**src/sv/hrf_pkg.sv**
```systemverilog
// ----------------------------------------------------------------------------
// hrf_pkg
// Shared types, codes and text constants for the HTTP response framer.
// ----------------------------------------------------------------------------
`default_nettype none

package hrf_pkg;

   typedef enum logic [3:0] {
      PH_LEAD   = 4'd0,
      PH_VER    = 4'd1,
      PH_GAP    = 4'd2,
      PH_CODE   = 4'd3,
      PH_REASON = 4'd4,
      PH_HDR    = 4'd5,
      PH_BODY   = 4'd6,
      PH_CSIZE  = 4'd7,
      PH_CDATA  = 4'd8,
      PH_CCR    = 4'd9,
      PH_CLF    = 4'd10,
      PH_DONE   = 4'd11
   } phase_type;

   localparam logic [3:0] ERR_NONE      = 4'd0;
   localparam logic [3:0] ERR_EMPTY     = 4'd1;
   localparam logic [3:0] ERR_MALFORMED = 4'd2;
   localparam logic [3:0] ERR_NO_CODE   = 4'd3;
   localparam logic [3:0] ERR_VERSION   = 4'd4;
   localparam logic [3:0] ERR_BAD_CODE  = 4'd5;
   localparam logic [3:0] ERR_BAD_LEN   = 4'd6;
   localparam logic [3:0] ERR_LEN_REQ   = 4'd7;
   localparam logic [3:0] ERR_EMPTY_CH  = 4'd8;
   localparam logic [3:0] ERR_BAD_CHSZ  = 4'd9;

   // line flag bit positions
   localparam int F_BAD1 = 0;
   localparam int F_BAD2 = 1;
   localparam int F_DIG  = 2;
   localparam int F_STOP = 3;
   localparam int F_OVF  = 4;
   localparam int F_CR   = 5;
   localparam int F_V10  = 7;

   localparam logic [4:0] NAME_SAT = 5'd18;
   localparam logic [4:0] VAL_BASE = 5'd20;
   localparam logic [4:0] CL_LEN   = 5'd14;
   localparam logic [4:0] TE_LEN   = 5'd17;

   localparam logic [7:0] CH_CR    = 8'h0D;
   localparam logic [7:0] CH_LF    = 8'h0A;
   localparam logic [7:0] CH_SP    = 8'h20;
   localparam logic [7:0] CH_TAB   = 8'h09;
   localparam logic [7:0] CH_COLON = 8'h3A;

   function automatic logic [7:0] fold(input logic [7:0] c);
      return (c >= "A" && c <= "Z") ? c + 8'd32 : c;
   endfunction

   function automatic logic [7:0] ver_char(input logic [4:0] i);
      logic [7:0] r;
      case (i)
         5'd0:    r = "H";
         5'd1:    r = "T";
         5'd2:    r = "T";
         5'd3:    r = "P";
         5'd4:    r = "/";
         5'd5:    r = "1";
         5'd6:    r = ".";
         default: r = 8'h00;
      endcase
      return r;
   endfunction

   function automatic logic [7:0] cl_char(input logic [4:0] i);
      logic [7:0] r;
      case (i)
         5'd0:    r = "c";
         5'd1:    r = "o";
         5'd2:    r = "n";
         5'd3:    r = "t";
         5'd4:    r = "e";
         5'd5:    r = "n";
         5'd6:    r = "t";
         5'd7:    r = "-";
         5'd8:    r = "l";
         5'd9:    r = "e";
         5'd10:   r = "n";
         5'd11:   r = "g";
         5'd12:   r = "t";
         5'd13:   r = "h";
         default: r = 8'h00;
      endcase
      return r;
   endfunction

   function automatic logic [7:0] te_char(input logic [4:0] i);
      logic [7:0] r;
      case (i)
         5'd0:    r = "t";
         5'd1:    r = "r";
         5'd2:    r = "a";
         5'd3:    r = "n";
         5'd4:    r = "s";
         5'd5:    r = "f";
         5'd6:    r = "e";
         5'd7:    r = "r";
         5'd8:    r = "-";
         5'd9:    r = "e";
         5'd10:   r = "n";
         5'd11:   r = "c";
         5'd12:   r = "o";
         5'd13:   r = "d";
         5'd14:   r = "i";
         5'd15:   r = "n";
         5'd16:   r = "g";
         default: r = 8'h00;
      endcase
      return r;
   endfunction

   function automatic logic [7:0] ch_char(input logic [2:0] i);
      logic [7:0] r;
      case (i)
         3'd0:    r = "c";
         3'd1:    r = "h";
         3'd2:    r = "u";
         3'd3:    r = "n";
         3'd4:    r = "k";
         3'd5:    r = "e";
         3'd6:    r = "d";
         default: r = 8'h00;
      endcase
      return r;
   endfunction

endpackage

`default_nettype wire

```
**src/sv/hrf_channels.sv**
```systemverilog
// ----------------------------------------------------------------------------
// hrf_channels
// Valid/ready channel interfaces for request bytes and framing responses.
// ----------------------------------------------------------------------------
`default_nettype none

interface hrf_req_if;
   logic       valid;
   logic       ready;
   logic [7:0] data_byte;
   logic       new_message;
   modport source (output valid, data_byte, new_message, input ready);
   modport sink   (input valid, data_byte, new_message, output ready);
endinterface

interface hrf_rsp_if;
   logic        valid;
   logic        ready;
   logic        status_valid;
   logic [15:0] resp_code;
   logic        version_minor;
   logic        body_valid;
   logic [7:0]  body_byte;
   logic        chunked_seen;
   logic        finished;
   logic [3:0]  error_code;
   modport source (output valid, status_valid, resp_code, version_minor, body_valid,
                   body_byte, chunked_seen, finished, error_code, input ready);
   modport sink   (input valid, status_valid, resp_code, version_minor, body_valid,
                   body_byte, chunked_seen, finished, error_code, output ready);
endinterface

`default_nettype wire

```
**src/sv/http_response_framer.sv**
```systemverilog
// ----------------------------------------------------------------------------
// http_response_framer
// Parses an HTTP/1.x response byte stream: status line, length headers,
// and frames body bytes by Content-Length or chunked encoding.
// ----------------------------------------------------------------------------
//  channel    dir  payload                               transfer
//  req_chan   in   data_byte, new_message                valid & ready
//  rsp_chan   out  status/body/framing fields            valid & ready
//
//  One byte per cycle while the response is not stalled; parser state updates in the cycle the byte is taken.
//  The response is registered; one response per request, offered in the cycle after the byte is taken.
//  A stalled response blocks input only while the output register is full.
//  Synchronous reset puts the parser at the start of a status line.
// ----------------------------------------------------------------------------
`default_nettype none

module http_response_framer
   import hrf_pkg::*;
#(
   parameter int LENGTH_BITS = 32
) (
   input  wire logic clock,
   input  wire logic reset,
   hrf_req_if.sink   req_chan,
   hrf_rsp_if.source rsp_chan
);

   localparam int LB = LENGTH_BITS;

   typedef struct packed {
      phase_type      phase;
      logic [4:0]     mi;
      logic [7:0]     flags;
      logic [LB-1:0]  acc;
      logic [LB-1:0]  rem;
      logic           len_known;
      logic           chunked;
      logic [2:0]     cm;
      logic [15:0]    held;
      logic [3:0]     err;
      logic           stv;
   } st_type;

   function automatic st_type st_reset();
      st_type s;
      s           = '0;
      s.phase     = PH_LEAD;
      s.held      = 16'd200;
      return s;
   endfunction

   function automatic st_type acc_digit(st_type s, logic [3:0] d, logic hex);
      logic [LB+3:0] w;
      logic          ovf;
      if (s.flags[F_STOP]) return s;
      if (hex) begin
         ovf = |s.acc[LB-1:LB-4];
         w   = {s.acc, 4'b0} | {{LB{1'b0}}, d};
      end else begin
         w   = {1'b0, s.acc, 3'b0} + {3'b0, s.acc, 1'b0} + {{LB{1'b0}}, d};
         ovf = |w[LB+3:LB];
      end
      if (ovf) begin
         s.flags[F_OVF]  = 1'b1;
         s.flags[F_STOP] = 1'b1;
      end else begin
         s.acc          = w[LB-1:0];
         s.flags[F_DIG] = 1'b1;
      end
      return s;
   endfunction

   function automatic st_type hdr_char(st_type s, logic [7:0] c);
      logic [4:0] i;
      logic [7:0] fc;
      i  = s.mi;
      fc = fold(c);
      if (i < VAL_BASE) begin
         if (c == CH_COLON) begin
            if (i == CL_LEN && !s.flags[F_BAD1])      s.mi = VAL_BASE + 5'd1;
            else if (i == TE_LEN && !s.flags[F_BAD2]) s.mi = VAL_BASE + 5'd2;
            else                                      s.mi = VAL_BASE;
            return s;
         end
         if (i >= CL_LEN || fc != cl_char(i)) s.flags[F_BAD1] = 1'b1;
         if (i >= TE_LEN || fc != te_char(i)) s.flags[F_BAD2] = 1'b1;
         if (i < NAME_SAT) s.mi = i + 5'd1;
         return s;
      end
      if (i < VAL_BASE + 5'd4) begin
         s.mi = i + 5'd4;
         if (c == CH_SP) return s;
      end
      if (i[1:0] == 2'd1) begin
         if (c >= "0" && c <= "9") s = acc_digit(s, c[3:0], 1'b0);
         else                      s.flags[F_STOP] = 1'b1;
      end else if (i[1:0] == 2'd2 && s.cm < 3'd7) begin
         if (c == ch_char(s.cm)) s.cm = s.cm + 3'd1;
         else                    s.cm = (c == "c") ? 3'd1 : 3'd0;
      end
      return s;
   endfunction

   function automatic st_type line_char(st_type s, logic [7:0] c);
      logic [4:0]  i;
      logic [7:0]  fc;
      logic [15:0] sc;
      fc = fold(c);
      if (s.phase == PH_LEAD) begin
         if (c == CH_SP || c == CH_TAB) return s;
         s.phase = PH_VER;
         s.mi    = 5'd0;
      end
      if (s.phase == PH_VER) begin
         if (c == CH_SP) begin
            if (s.mi != 5'd8) s.flags[F_BAD1] = 1'b1;
            s.phase = PH_GAP;
            return s;
         end
         i = s.mi;
         if (i < 5'd7) begin
            if (c != ver_char(i)) s.flags[F_BAD1] = 1'b1;
         end else if (i == 5'd7) begin
            if (c == "1")      s.flags[F_BAD2] = 1'b1;
            else if (c != "0") s.flags[F_BAD1] = 1'b1;
         end else begin
            s.flags[F_BAD1] = 1'b1;
         end
         if (i < 5'd8) s.mi = i + 5'd1;
         return s;
      end
      if (s.phase == PH_GAP) begin
         if (c == CH_SP) return s;
         s.phase = PH_CODE;
      end
      if (s.phase == PH_CODE) begin
         if (c == CH_SP) begin
            s.phase = PH_REASON;
            return s;
         end
         if (s.flags[F_STOP]) return s;
         if (c >= "0" && c <= "9") begin
            sc             = {s.acc[12:0], 3'b0} + {s.acc[14:0], 1'b0}
                             + {12'd0, c[3:0]};
            s.acc          = {{(LB-16){1'b0}}, sc};
            s.flags[F_DIG] = 1'b1;
         end else begin
            s.flags[F_STOP] = 1'b1;
         end
         return s;
      end
      if (s.phase == PH_HDR) return hdr_char(s, c);
      if (s.phase == PH_CSIZE) begin
         s.mi = 5'd1;
         if (c >= "0" && c <= "9")        s = acc_digit(s, c[3:0], 1'b1);
         else if (fc >= "a" && fc <= "f") s = acc_digit(s, fc[3:0] + 4'd9, 1'b1);
         else                             s.flags[F_STOP] = 1'b1;
      end
      return s;
   endfunction

   function automatic st_type line_end(st_type s);
      logic [1:0] kind;
      case (s.phase)
         PH_LEAD: s.err = ERR_EMPTY;
         PH_VER:  s.err = ERR_MALFORMED;
         PH_GAP, PH_CODE: s.err = ERR_NO_CODE;
         PH_REASON: begin
            if (s.flags[F_BAD1]) begin
               s.err = ERR_VERSION;
            end else begin
               s.flags[F_V10] = !s.flags[F_BAD2];
               if (!s.flags[F_DIG]) begin
                  s.err = ERR_BAD_CODE;
               end else begin
                  s.held  = s.acc[15:0];
                  s.stv   = 1'b1;
                  s.phase = PH_HDR;
               end
            end
         end
         PH_HDR: begin
            kind = s.mi[1:0];
            if (s.mi == 5'd0) begin
               if (s.chunked)                       s.phase = PH_CSIZE;
               else if (s.len_known && s.rem != '0) s.phase = PH_BODY;
               else                                 s.phase = PH_DONE;
            end else if (s.mi >= VAL_BASE) begin
               if (kind == 2'd1 && !s.len_known && !s.chunked) begin
                  if (!s.flags[F_DIG] || s.flags[F_OVF]) begin
                     s.err = ERR_BAD_LEN;
                  end else begin
                     s.len_known = 1'b1;
                     s.rem       = s.acc;
                  end
               end else if (kind == 2'd2 && !s.chunked && s.cm == 3'd7) begin
                  s.chunked   = 1'b1;
                  s.len_known = 1'b0;
               end
            end
         end
         PH_CSIZE: begin
            if (s.mi == 5'd0)                           s.err = ERR_EMPTY_CH;
            else if (!s.flags[F_DIG] || s.flags[F_OVF]) s.err = ERR_BAD_CHSZ;
            else if (s.acc == '0)                       s.phase = PH_DONE;
            else begin
               s.rem   = s.acc;
               s.phase = PH_CDATA;
            end
         end
         default: ;
      endcase
      s.mi    = 5'd0;
      s.flags = s.flags & (8'd1 << F_V10);
      s.acc   = '0;
      s.cm    = 3'd0;
      return s;
   endfunction

   function automatic st_type line_byte(st_type s, logic [7:0] c);
      if (c == CH_LF) begin
         s.flags[F_CR] = 1'b0;
         return line_end(s);
      end
      if (s.flags[F_CR]) begin
         s.flags[F_CR] = 1'b0;
         s = line_char(s, CH_CR);
      end
      if (c == CH_CR) s.flags[F_CR] = 1'b1;
      else            s = line_char(s, c);
      return s;
   endfunction

   st_type     st_ff, st_in;
   logic       body_v;
   logic       req_xfer;
   logic       out_v_ff, out_v_in;
   logic       o_stv_ff, o_vmin_ff, o_bv_ff, o_chk_ff, o_fin_ff;
   logic [15:0] o_code_ff;
   logic [7:0]  o_body_ff;
   logic [3:0]  o_err_ff;

   assign req_chan.ready = !out_v_ff || rsp_chan.ready;
   assign req_xfer       = req_chan.valid && req_chan.ready;

   always_comb begin
      st_type s;
      logic [7:0] c;
      c      = req_chan.data_byte;
      s      = req_chan.new_message ? st_reset() : st_ff;
      s.stv  = 1'b0;
      body_v = 1'b0;
      if (s.err == ERR_NONE) begin
         case (s.phase)
            PH_BODY: begin
               body_v = 1'b1;
               s.rem  = s.rem - LB'(1);
               if (s.rem == '0) s.phase = PH_DONE;
            end
            PH_CDATA: begin
               body_v = 1'b1;
               s.rem  = s.rem - LB'(1);
               if (s.rem == '0) s.phase = PH_CCR;
            end
            PH_CCR: begin
               if (c == CH_CR) begin
                  s.phase = PH_CLF;
               end else begin
                  s.phase = PH_CSIZE;
                  s = line_byte(s, c);
               end
            end
            PH_CLF: begin
               s.phase = PH_CSIZE;
               if (c != CH_LF) s = line_byte(s, c);
            end
            PH_DONE: begin
               if (!s.chunked && !s.len_known) s.err = ERR_LEN_REQ;
            end
            default: s = line_byte(s, c);
         endcase
      end
      st_in = s;
   end

   assign out_v_in = req_xfer || (out_v_ff && !rsp_chan.ready);

   always_ff @(posedge clock) begin
      if (reset) begin
         st_ff    <= st_reset();
         out_v_ff <= 1'b0;
      end else begin
         out_v_ff <= out_v_in;
         if (req_xfer) st_ff <= st_in;
      end
   end

   always_ff @(posedge clock) begin
      if (req_xfer) begin
         o_stv_ff  <= st_in.stv;
         o_code_ff <= st_in.held;
         o_vmin_ff <= !st_in.flags[F_V10];
         o_bv_ff   <= body_v;
         o_body_ff <= body_v ? req_chan.data_byte : 8'd0;
         o_chk_ff  <= st_in.chunked;
         o_fin_ff  <= (st_in.err == ERR_NONE) && (st_in.phase == PH_DONE);
         o_err_ff  <= st_in.err;
      end
   end

   assign rsp_chan.valid         = out_v_ff;
   assign rsp_chan.status_valid  = o_stv_ff;
   assign rsp_chan.resp_code     = o_code_ff;
   assign rsp_chan.version_minor = o_vmin_ff;
   assign rsp_chan.body_valid    = o_bv_ff;
   assign rsp_chan.body_byte     = o_body_ff;
   assign rsp_chan.chunked_seen  = o_chk_ff;
   assign rsp_chan.finished      = o_fin_ff;
   assign rsp_chan.error_code    = o_err_ff;

   a_err_sticky: assert property (@(posedge clock) disable iff (reset)
      (st_ff.err != ERR_NONE && !(req_xfer && req_chan.new_message))
      |=> st_ff.err == $past(st_ff.err))
      else $error("error code changed without new message");

   a_body_no_err: assert property (@(posedge clock) disable iff (reset)
      (out_v_ff && o_bv_ff) |-> (o_err_ff == ERR_NONE))
      else $error("body byte with error");

   a_status_ok: assert property (@(posedge clock) disable iff (reset)
      (out_v_ff && o_stv_ff) |-> (o_err_ff == ERR_NONE && !o_bv_ff))
      else $error("status valid with error or body byte");

   a_len_excl: assert property (@(posedge clock) disable iff (reset)
      !(st_ff.len_known && st_ff.chunked))
      else $error("length and chunked both active");

endmodule

`default_nettype wire

```
**src/flat_wrapper.sv**
```systemverilog
// flat-port wrapper written by rule: the top's interface ports become plain ports
module http_response_framer_flat import hrf_pkg::*;
#(
   parameter int LENGTH_BITS = 32
)
  (clock, reset, req_chan_valid, req_chan_data_byte, req_chan_new_message, req_chan_ready, rsp_chan_valid, rsp_chan_status_valid, rsp_chan_resp_code, rsp_chan_version_minor, rsp_chan_body_valid, rsp_chan_body_byte, rsp_chan_chunked_seen, rsp_chan_finished, rsp_chan_error_code, rsp_chan_ready);
  hrf_req_if req_chan_i ();
  hrf_rsp_if rsp_chan_i ();
  input  wire logic clock;
  input  wire logic reset;
  input wire logic [$bits(req_chan_i.valid)-1:0] req_chan_valid;
  input wire logic [$bits(req_chan_i.data_byte)-1:0] req_chan_data_byte;
  input wire logic [$bits(req_chan_i.new_message)-1:0] req_chan_new_message;
  output wire logic [$bits(req_chan_i.ready)-1:0] req_chan_ready;
  output wire logic [$bits(rsp_chan_i.valid)-1:0] rsp_chan_valid;
  output wire logic [$bits(rsp_chan_i.status_valid)-1:0] rsp_chan_status_valid;
  output wire logic [$bits(rsp_chan_i.resp_code)-1:0] rsp_chan_resp_code;
  output wire logic [$bits(rsp_chan_i.version_minor)-1:0] rsp_chan_version_minor;
  output wire logic [$bits(rsp_chan_i.body_valid)-1:0] rsp_chan_body_valid;
  output wire logic [$bits(rsp_chan_i.body_byte)-1:0] rsp_chan_body_byte;
  output wire logic [$bits(rsp_chan_i.chunked_seen)-1:0] rsp_chan_chunked_seen;
  output wire logic [$bits(rsp_chan_i.finished)-1:0] rsp_chan_finished;
  output wire logic [$bits(rsp_chan_i.error_code)-1:0] rsp_chan_error_code;
  input wire logic [$bits(rsp_chan_i.ready)-1:0] rsp_chan_ready;
  assign req_chan_i.valid = req_chan_valid;
  assign req_chan_i.data_byte = req_chan_data_byte;
  assign req_chan_i.new_message = req_chan_new_message;
  assign req_chan_ready = req_chan_i.ready;
  assign rsp_chan_valid = rsp_chan_i.valid;
  assign rsp_chan_status_valid = rsp_chan_i.status_valid;
  assign rsp_chan_resp_code = rsp_chan_i.resp_code;
  assign rsp_chan_version_minor = rsp_chan_i.version_minor;
  assign rsp_chan_body_valid = rsp_chan_i.body_valid;
  assign rsp_chan_body_byte = rsp_chan_i.body_byte;
  assign rsp_chan_chunked_seen = rsp_chan_i.chunked_seen;
  assign rsp_chan_finished = rsp_chan_i.finished;
  assign rsp_chan_error_code = rsp_chan_i.error_code;
  assign rsp_chan_i.ready = rsp_chan_ready;
  http_response_framer #(.LENGTH_BITS(LENGTH_BITS)) u_core (.clock(clock), .reset(reset), .req_chan(req_chan_i), .rsp_chan(rsp_chan_i));
endmodule
```
**config.mk**
```make
export PLATFORM = sky130hd
export DESIGN_NAME = http_response_framer_flat
export DESIGN_NICKNAME = d
export VERILOG_FILES = /design/src/sv/hrf_pkg.sv /design/src/sv/hrf_channels.sv /design/src/sv/http_response_framer.sv /design/src/flat_wrapper.sv
export SDC_FILE = /design/constraint.sdc
export NUM_CORES = 1
export LEC_CHECK = 0
export ABC_AREA = 1
export BUFFER_PORTS_ARGS = -buffer_cell sky130_fd_sc_hd__buf_2
export CORE_UTILIZATION = 40
export DETAILED_ROUTE_END_ITERATION = 7
export GPL_ROUTABILITY_DRIVEN = 0
export HOLD_SLACK_MARGIN = 0.03
export PLACE_DENSITY = 0.53
export SETUP_SLACK_MARGIN = 0.15
export SLEW_MARGIN = 20
export SYNTH_ARGS = -nofsm -noshare
export SYNTH_HDL_FRONTEND = slang
export SYNTH_SLANG_ARGS = --single-unit
```
**constraint.sdc**
```tcl
create_clock -name clock -period 7.5 [get_ports clock]
set_clock_uncertainty 0.2 [all_clocks]
set_input_delay 1.5 -clock clock [delete_from_list [all_inputs] [get_ports clock]]
set_output_delay 1.5 -clock clock [all_outputs]
set_load 0.01 [all_outputs]
```
---- Word level (Yosys, flattened, before mapping) ----
Memory sizes are Yosys's and may differ from the RTL's.
Index checks and enable logic that the tools add are counted.
operators by class
  $add $sub $neg .......................... 31
  magnitude comparators ................... 39
  equal/unequal tests ..................... 128
  multiplexer cells ....................... 1,712
  bitwise gates (word level) .............. 6
  reductions and logical operators ........ 79
operators with widths
  kind                                                                    count
  107-bit two-way mux                                                     183
  32-bit two-way mux                                                      84
  8-bit two-way mux                                                       170
  1-bit two-way mux                                                       806
  5-bit two-way mux                                                       144
  93-bit two-way mux                                                      6
  4-bit two-way mux                                                       103
  9-bit two-way mux                                                       43
  83-bit two-way mux                                                      4
  103-bit two-way mux                                                     3
  2-bit two-way mux                                                       116
  7-bit one-hot mux with 7 select lines                                   4
  32-bit by 4-bit OR with 32-bit output                                   6
  95-bit two-way mux                                                      2
  7-bit one-hot mux with 6 select lines                                   4
  45-bit one-hot mux with 3 select lines                                  1
  32-bit one-hot mux with 4 select lines                                  1
  35-bit by 33-bit adder with 36-bit output                               3
  36-bit by 4-bit adder with 36-bit output                                3
  21-bit two-way mux                                                      4
  13-bit two-way mux                                                      6
  5-bit by 3-bit equality test with 1-bit output (second input constant)  15
  8-bit != test                                                           9
  34-bit two-way mux                                                      2
  63 further kinds                                                        273
word-level totals
  register bits ........................... 141
  bits in read-only memories .............. 1,344
  bits of input ports ..................... 13
  output and inout port bits .............. 35
  logic and storage cells ................. 2,023
  memories ................................ 8
memory list
  name             depth  bits a word  read ports  clocked after memory_dff  wr ports  RTL line       text
  (no name shown)  32     7            1           0                         0         hrf_pkg.sv:98  case (i)
  (no name shown)  32     7            1           0                         0         hrf_pkg.sv:98
  (no name shown)  32     7            1           0                         0         hrf_pkg.sv:98
  (no name shown)  32     7            1           0                         0         hrf_pkg.sv:98
  (no name shown)  16     7            1           0                         0         hrf_pkg.sv:76  case (i)
  (no name shown)  16     7            1           0                         0         hrf_pkg.sv:76
  +2 memories      --     --           --          --                        --        --

---- Depth between registers and ports, before layout ----
Gate-level depths: netlist (run 1).
  depth in word-level cells ............... 201
  mapped depth ............................ 53
  gate-level depth less buffers ........... 51

---- Worst setup path before layout (run 1) ----
OpenSTA, ideal clock, no wires.
  path kind ............................... input to register
  start point ............................. in req_chan_data_byte[0]
  end point ............................... reg u_core.st_ff[58] in the netlist's numbering
  setup time .............................. 0.070 ns
  arrival ................................. 7.620 ns
  required time ........................... 7.230 ns
  slack ................................... -0.391 ns
  stages .................................. 46
  path buffers ............................ 4
  cells stage by stage .................... clkbuf_1 -> clkinv_1 -> ha_1 -> inv_1 -> nor2_1 -> inv_1 -> nor2_8 -> inv_2 -> nand2_8 -> inv_4 -> nor2_4 -> nand2_4 -> clkinv_4 -> nor2_4 -> nor2_8 -> nand2_2 -> nand2_2 -> inv_2 -> (+10 left out) -> o21ai_0 -> a21oi_1 -> inv_1 -> nand2_1 -> nand3_1 -> a211oi_1 -> o21a_1 -> nor2_1 -> nor2_1 -> nand3_1 -> nor2_4 -> nand4_4 -> buf_6 -> o21ai_1 -> a21oi_1 -> nor3_1 -> nand3_1 -> a21oi_1
between the ends
  longest elaborated chain between the ends .. 91
  elaborated cells between the ends (all ways) .. 1,085
  those cells by class .................... 15 x add/sub; 15 x order compare; 24 x eq/ne; 1014 x mux; 6 x bitwise; 11 x reduce/logical
RTL lines
  what                                                                    RTL line                                                  text
  start, declared                                                         flat_wrapper.sv:12                                        input wire logic [$bits(req_chan_i.data_byte)-1:0] req_chan_data_byte;
  8-bit by 4-bit equality test with 1-bit output (tied with other cells)  http_response_framer.sv:221                               if (c == CH_LF) begin
  1-bit two-way mux / 1-bit logical OR (equally long branches)            http_response_framer.sv:221, http_response_framer.sv:110
  1-bit two-way mux, on equally long branches                             http_response_framer.sv:254, http_response_framer.sv:110
  1-bit two-way mux, on equally long branches                             http_response_framer.sv:253, http_response_framer.sv:109
  107-bit two-way mux / 1-bit two-way mux (equally long branches)         http_response_framer.sv:225, http_response_framer.sv:229
  107-bit two-way mux / 1-bit two-way mux (equally long branches)         http_response_framer.sv:225                               if (s.flags[F_CR]) begin
  107-bit two-way mux / 1-bit two-way mux (equally long branches)         http_response_framer.sv:254                               case (s.phase)
  107-bit two-way mux / 1-bit two-way mux (equally long branches)         http_response_framer.sv:253                               if (s.err == ERR_NONE) begin
  (+75 left out)                                                          --
  107-bit two-way mux                                                     http_response_framer.sv:152                               if (s.phase == PH_HDR) return hdr_char(s, c);
  107-bit two-way mux                                                     http_response_framer.sv:136                               if (s.phase == PH_CODE) begin
  107-bit two-way mux                                                     http_response_framer.sv:132                               if (s.phase == PH_GAP) begin
  107-bit two-way mux                                                     http_response_framer.sv:114                               if (s.phase == PH_VER) begin
  95-bit two-way mux                                                      http_response_framer.sv:229                               if (c == CH_CR) s.flags[F_CR] = 1'b1;
  107-bit two-way mux                                                     http_response_framer.sv:225
  45-bit one-hot mux with 3 select lines *                                http_response_framer.sv:254
  107-bit two-way mux *                                                   http_response_framer.sv:253
  end signal, assigned                                                    http_response_framer.sv:290                               st_ff <= st_reset();
  end signal, assigned                                                    http_response_framer.sv:294                               if (req_xfer) st_ff <= st_in;
  end, declared                                                           http_response_framer.sv:234                               st_type st_ff, st_in;
Every way passes the cells marked *; elsewhere a longest branch is shown, timed or not. The select of a mux whose other input is x is not followed.
A chain may end at the register's enable or synchronous reset.

---- Worst setup path after layout (run 1) ----
  start point ............................. in req_chan_new_message
  end point ............................... reg u_core.st_ff[69] in the netlist's numbering
between the ends
  longest elaborated chain between the ends .. 115
  elaborated cells between the ends (all ways) .. 906
  those cells by class .................... 18 x add/sub; 13 x order compare; 19 x eq/ne; 840 x mux; 6 x bitwise; 10 x reduce/logical
RTL lines
  what                                                                                                            RTL line                     text
  start, declared                                                                                                 flat_wrapper.sv:13           input wire logic [$bits(req_chan_i.new_message)-1:0] req_chan_new_message;
  107-bit two-way mux *                                                                                           http_response_framer.sv:250  s = req_chan.new_message ? st_reset() : st_ff;
  4-bit logical NOT                                                                                               http_response_framer.sv:109  if (s.phase == PH_LEAD) begin
  9-bit two-way mux                                                                                               http_response_framer.sv:109
  9-bit two-way mux (2 in series)                                                                                 http_response_framer.sv:225
  9-bit two-way mux                                                                                               http_response_framer.sv:254
  9-bit two-way mux                                                                                               http_response_framer.sv:253
  5-bit by 1-bit adder with 5-bit output / 5-bit by 4-bit < comparator with 1-bit output (equally long branches)  http_response_framer.sv:129  if (i < 5'd8) s.mi = i + 5'd1;
  5-bit two-way mux                                                                                               http_response_framer.sv:129
  (+98 left out)                                                                                                  --
  107-bit two-way mux                                                                                             http_response_framer.sv:152
  107-bit two-way mux                                                                                             http_response_framer.sv:136
  107-bit two-way mux                                                                                             http_response_framer.sv:132
  107-bit two-way mux                                                                                             http_response_framer.sv:114
  95-bit two-way mux                                                                                              http_response_framer.sv:229
  107-bit two-way mux                                                                                             http_response_framer.sv:225
  45-bit one-hot mux with 3 select lines                                                                          http_response_framer.sv:254
  107-bit two-way mux *                                                                                           http_response_framer.sv:253
Marked as above.

==> results of run 1 <==
## layout by cell type, fill, tap and decap left out, drive strengths merged, types with 3 or more instances in the layout
master / count
dfxtp: 106
o41ai: 5
o22ai: 34
a22oi: 25
bufinv: 5
a31oi: 23
a21oi: 330
edfxtp: 33
a211oi: 9
ha: 129
xor2: 52
xnor2: 23
o32ai: 3
o211ai: 93
a221oi: 10
o311ai: 8
nand4: 42
a311oi: 4
nand3: 164
nand2: 573
clkbuf: 19
fa: 4
nor4: 19
o21bai: 4
o221ai: 15
a211o: 9
nor3: 39
o21a: 3
nand3b: 4
o31ai: 8
buf: 321
o2111ai: 14
clkinv: 17
nor2: 298
and2: 4
inv: 382
o21ai: 370
## kinds of logic after synthesis
kind of cell	after synthesis
DFF	139
AOI/OAI and AO/OA	973
adders and majority gates	133
xor gates and xnor gates	75
buffers and inverters	554
and+or+nand+nor	1147
## timing repair
action	in CTS	in global routing
gates resized for setup	11	109
buffers inserted	1	16
pin swaps	5	50
endpoints found under the setup margin	30	35
## where the power goes
part | switching, mW | internal (mW) | total [mW]
logic | 0.869 | 0.456 | 1.33
registers | 0.0402 | 0.821 | 0.861
clock network | 0.402 | 0.601 | 1.00
total | 1.31 | 1.88 | 3.19
## worst paths after layout
| path | start | endpoint | slack [ns] | cells after the start |
|---|---|---|---|---|
| worst max-delay path | req_chan_new_message | u_core.st_ff[69]$_SDFFE_PP0P_ | 0.30 | 46 |
| worst max register to register | u_core.st_ff[58]$_SDFFE_PP0P_ | u_core.st_ff[69]$_SDFFE_PP0P_ | 0.82 | 40 |
| worst min register to register | u_core.st_ff[37]$_SDFFE_PP0P_ | u_core.st_ff[37]$_SDFFE_PP0P_ | 0.26 | 2 |
| worst min-delay path | u_core.st_ff[37]$_SDFFE_PP0P_ | u_core.st_ff[37]$_SDFFE_PP0P_ | 0.26 | 2 |
## worst max-delay path: cells and delay by family
family	cells	cell delay [ns]
buffers and inverters	9	0.82
AND/OR/NAND/NOR	23	2.34
adder cells (fa/ha/maj)	4	1.33
AO/OA/AOI/OAI	10	1.32
## metrics by stage
stage | hold WS [ns] | utilization [%]
2_1_floorplan | 0.244 | -
3_3_place_gp | 0.252 | 46.4
3_5_place_dp | 0.256 | 46.4
4_1_cts | 0.265 | 47.9
5_1_grt | 0.284 | 49.2
6_report | 0.265 | 49.2
## area by class of cell
cell class | instances | area (um2)
flip-flops and latches | 139 | 3110
diodes | 1 | 2.50
multi-input cells | 2328 | 13500
inverters | 393 | 1510
well taps | 592 | 741
clock buffers | 19 | 443
fillers | 4668 | 22700
clock inverters | 13 | 213
repair buffers | 321 | 2380
## sequential cells by signal (all words and copies together) (netlist names)
signal and flops:
u_core.rsp_chan.error_code 4, u_core.rsp_chan.body_byte 8, u_core.st_ff 105, u_core.rsp_chan.version_minor 1
u_core.rsp_chan.chunked_seen 1, u_core.rsp_chan.finished 1, u_core.rsp_chan.status_valid 1, u_core.rsp_chan.body_valid 1
u_core.rsp_chan.resp_code 16, u_core.rsp_chan.valid 1
## routing by layer
metal	part of all wire (%)	wire length, um	GRT usage, %
met3	8.2	6570	4.86
met5	0.059	47	0
met1	40	32400	42.0
met4	5.4	4350	18.8
met2	46	36900	56.4
==> flow_summary.json, run 1 <==
{
  "outcome": "finished clean",
  "antenna_found_initial": 3,
  "yosys.area_share.simple_pct": 27.4,
  "hold_viol": 0,
  "setup_tns_ns": 0,
  "postRouteAntennaNets": 0,
  "relSlewSlack_pct": 32.8,
  "synthArstFlopShare_pct": 0,
  "setup_ws_ns": 0.302,
  "fp-row-count": 77,
  "worstPathRequired_ns": 7.64,
  "area_growth_pct": 20.2,
  "syn_avg_cell_area_um2": 6.04,
  "critPathSlowestCell": "fa_1",
  "synth.most_common_cell": "nand2_1",
  "fmax_mhz": 139,
  "synth_area_um2": 18200,
  "period_share_pct": 96.0,
  "drc": 0,
  "maxSlewViolCount": 0,
  "cts.clk_slew.worst_paths_ns": 0.06,
  "place_ws_ns": -0.560,
  "synth_adder_area_share_pct": 9.29,
  "p_leak_nw": 9.89,
  "arrival_ns": 7.34,
  "setup_viol": 0,
  "vias": 22800,
  "synth-seq-area-share_pct": 17.1,
  "postSynthCellCount": 3021,
  "clkLatencyLatePin_ns": 0.50,
  "first_pass_iters": 8,
  "yosys.area.top_type": "dfxtp_1",
  "final_cells": 3806,
  "drive_gt1_share_pct": 16.7,
  "wirelength_um": 80200,
  "peakVddDrop_v": 0.000204,
  "crit_top_cell": "nor2_4",
  "stdcell_area_um2": 21900,
  "grt_pass1_vias": 21600,
  "synth_warnings": 0,
  "synth.net_count": 3167,
  "die_y_um": 216,
  "critical_path_class": "input port to flop",
  "initial_utilization_pct": 40.9,
  "end_kind": "flop",
  "synthTopCellsByArea": "dfxtp_1 12%, nand2_1 11%, o21ai_0 9.6%, a21oi_1 9.1%, ha_1 8.8%",
  "startpoint_type": "input port",
  "synth_compound_area_share_pct": 30.9,
  "drtIter0Drc": 2261,
  "vias_per_cell": 5.99,
  "cts_tree": "yes",
  "core_area_um2": 44600,
  "power_density_nw_per_um2": 145,
  "hold_class": "flop to flop",
  "max-cap-violations": 0,
  "muxShareOfSynthArea_pct": 0,
  "post_drt_wl_per_cell_um": 21.1,
  "clock-root-buffer": "clkbuf_16",
  "cts_sinks": 139,
  "worst-slew-pin-transition_ns": 1.01,
  "netlist_top_cells_count": "554 x nand2_1, 355 x inv_1, 350 x o21ai_0",
  "die_area_um2": 46500,
  "dp.cells": 3756,
  "synth_top_area_share_pct": 11.6,
  "synth_xor_xnor_area_share_pct": 3.60,
  "crit_fanout": 26,
  "dieWidth_um": 216,
  "p_total_mw": 3.19,
  "synth-edff-count": 33,
  "clockBufferDepth": 2,
  "cts_buffers": 17,
  "ys_types": 66,
  "grt_first_pass_wirelength_um": 123000,
  "synthFlopType": "dfxtp_1",
  "io_buffers": 47,
  "grt_max_degree": 84,
  "finalCriticalPeriod_ns": 7.20,
  "hold_buffers": 0,
  "synth_top_family_by_area": "compound AO/OA/AOI/OAI gates",
  "ys_seq_elements": 139,
  "rsz0062_at_grt": "true",
  "htree_levels": 4,
  "cpPeakStageDelay_ns": 0.53,
  "ios": 48,
  "finalNetCount": 3346,
  "grt.overflow.total": 0,
  "dpl-instance-area_um2": 20700,
  "hpwl_um": 58100,
  "grt.total_usage_pct": 33.9
}
(Power assumes the default switching activity.)
==> run 2, diff against run 1 <==
Settings changed: PLACE_DENSITY 0.53 to 0.51.
Clock period 7.5 ns to 8.11 ns, I/O delays scaled along.
==> run 2 against run 1 <==
Compared with the run above:
- flip-flop and latch count stayed put
- clock-buffer cell count shrank 2
- power shrank 11%
- register-to-register slack gained 0.34 ns
- critical path type unchanged
- critical endpoint is now u_core.st_ff[64]$_SDFFE_PP0P_
- largest cell class unchanged
- highest routed layer unchanged
==> flow_summary.json, run 2 (same netlist as run 1, synthesis figures left out) <==
{
  "sw_frac_of_total_pct": 43.1,
  "initial_utilization_pct": 40.9,
  "combinationalPowerShare_pct": 41.1,
  "end_kind": "flop",
  "grt.total_usage_pct": 33.8,
  "drtIter0Drc": 2337,
  "layout_common_cells": "549 x nand2_1, 351 x inv_1, 342 x o21ai_0",
  "wirelength_um": 80100,
  "area_growth_pct": 16.2,
  "dp.cells": 3713,
  "cp.depth": 40,
  "relSlewSlack_pct": 25.0,
  "worstPathRequired_ns": 8.25,
  "cts.clk_slew.worst_paths_ns": 0.07,
  "seqPwrFrac_pct": 28.2,
  "hold_class": "flop to flop",
  "post_drt_wl_per_cell_um": 21.3,
  "core_area_um2": 44600,
  "fp-row-count": 77,
  "clockBufferDepth": 2,
  "peakVddDrop_v": 0.000194,
  "crit_fanout": 6,
  "dieWidth_um": 216,
  "period_share_pct": 94.2,
  "worstRegToRegCells": 41,
  "fin_hold_ws_ns": 0.262,
  "htree_levels": 4,
  "critPathSlowestCell": "fa_1",
  "vias": 22500,
  "outcome": "finished clean",
  "min_path_cells": 2,
  "rsz0062_at_grt": "false",
  "cts_tree": "yes",
  "p_int_mw": 1.61,
  "final_cells": 3755,
  "top_register": "u_core.st_ff",
  "grt_pass1_vias": 21300,
  "max-cap-violations": 0,
  "cts_sinks": 139,
  "p_leak_nw": 9.59,
  "hold_buffers": 0,
  "setup_viol": 0,
  "worst-slew-pin-transition_ns": 1.12,
  "startpoint_type": "input port",
  "cp_top_family": "simple AND/OR/NAND/NOR gates",
  "first_pass_iters": 6,
  "dpl-instance-area_um2": 20300,
  "cpPeakStageDelay_ns": 0.54,
  "arrival_ns": 7.78,
  "finalNetCount": 3295,
  "maxSlewViolCount": 0,
  "ios": 48,
  "antenna_found_initial": 2,
  "crit_buf_inv": 7,
  "grt_max_degree": 89,
  "largest_reg_flops": 105,
  "grt_first_pass_wirelength_um": 122000,
  "clock-root-buffer": "clkbuf_16",
  "die_y_um": 216,
  "hpwl_um": 57300,
  "power_switching_mw": 1.22,
  "grt.overflow.total": 0,
  "critical_path_class": "input port to flop",
  "fmax_mhz": 131,
  "io_buffers": 47,
  "clkLatencyLatePin_ns": 0.50,
  "cts_buffers": 17,
  "p_total_mw": 2.83,
  "stdcell_area_um2": 21200,
  "power_density_nw_per_um2": 133,
  "vias_per_cell": 6.00,
  "final_common_cell": "nand2_1",
  "finalCriticalPeriod_ns": 7.64,
  "postRouteAntennaNets": 0,
  "die_area_um2": 46500,
  "drive_gt1_share_pct": 13.9,
  "power_frac_clock_pct": 30.7,
  "hold_viol": 0,
  "drc": 0
}
run 2: changes by cell type in the layout (fill, tap and decap cells not counted), moves of 6 or more:
cell and delta:
buf_4 -48, a21oi_1 +11, a21oi_2 -10, ha_1 +9
ha_4 -7, o21ai_0 +6
run 2: path summary, 6_finish.rpt:
path | start | to | slack (ns)
worst min register to register | u_core.st_ff[37]$_SDFFE_PP0P_ | u_core.st_ff[37]$_SDFFE_PP0P_ | 0.26
worst max register to register | u_core.st_ff[58]$_SDFFE_PP0P_ | u_core.st_ff[64]$_SDFFE_PP0P_ | 1.16
worst min-delay path | u_core.st_ff[37]$_SDFFE_PP0P_ | u_core.st_ff[37]$_SDFFE_PP0P_ | 0.26
worst max-delay path | req_chan_new_message | u_core.st_ff[64]$_SDFFE_PP0P_ | 0.47
run 2: metrics by stage:
step / setup slack [ns] / util (%) / TNS (ns)
final: 0.469 / 47.5 / 0
after global routing: 0.129 / 47.5 / 0
after CTS: 0.174 / 46.8 / 0
after detailed placement: -0.314 / 45.4 / -6.36
after global placement: -0.239 / 45.4 / -2.81
after floorplan: 0.160 / - / 0
run 2: power groups by stage:
| stage | Clock [mW] | Combinational, mW | Sequential (mW) |
|---|---|---|---|
| finish | 0.869 | 1.16 | 0.798 |
| global route | 0.904 | 1.27 | 0.801 |
| CTS | 0.881 | 1.13 | 0.796 |
| detailed placement | 0 | 1.12 | 0.811 |
| global placement | 0 | 1.11 | 0.811 |
| floorplan | 0 | 0.729 | 0.800 |
run 2: final cells by class:
cell class,instances,area (um2)
multi-input combinational,2329,13300
tap,592,741
inverter,393,1500
clock buffer,17,425
sequential,139,3110
fill,4702,23400
antenna,1,2.50
clock inverter,15,181
timing repair buffer,269,1970
run 2: timing repair:
item | 4_1_cts | 5_1_grt
setup endpoints to repair | 0 | 35
setup buffers | 0 | 7
gates resized for setup | 0 | 73
run 2: per-layer routing:
metal | share of wire (%) | up-vias | GRT usage [%]
li1 | - | 10600 | -
met1 | 41 | 10600 | 42.8
met2 | 46 | 1100 | 55.4
met3 | 8.3 | 228 | 5.31
met4 | 5.0 | 6 | 17.1
met5 | 0.054 | - | 0
run 2: worst register-to-register path: cells and delay by family, from the launching register on:
kind | cells | cell delay, ns
adder cells (fa/ha/maj) | 5 | 1.25
AND/OR/NAND/NOR | 16 | 1.95
buffers and inverters | 7 | 1.00
AO/OA/AOI/OAI | 13 | 1.83
flip-flops | 1 | 0.57
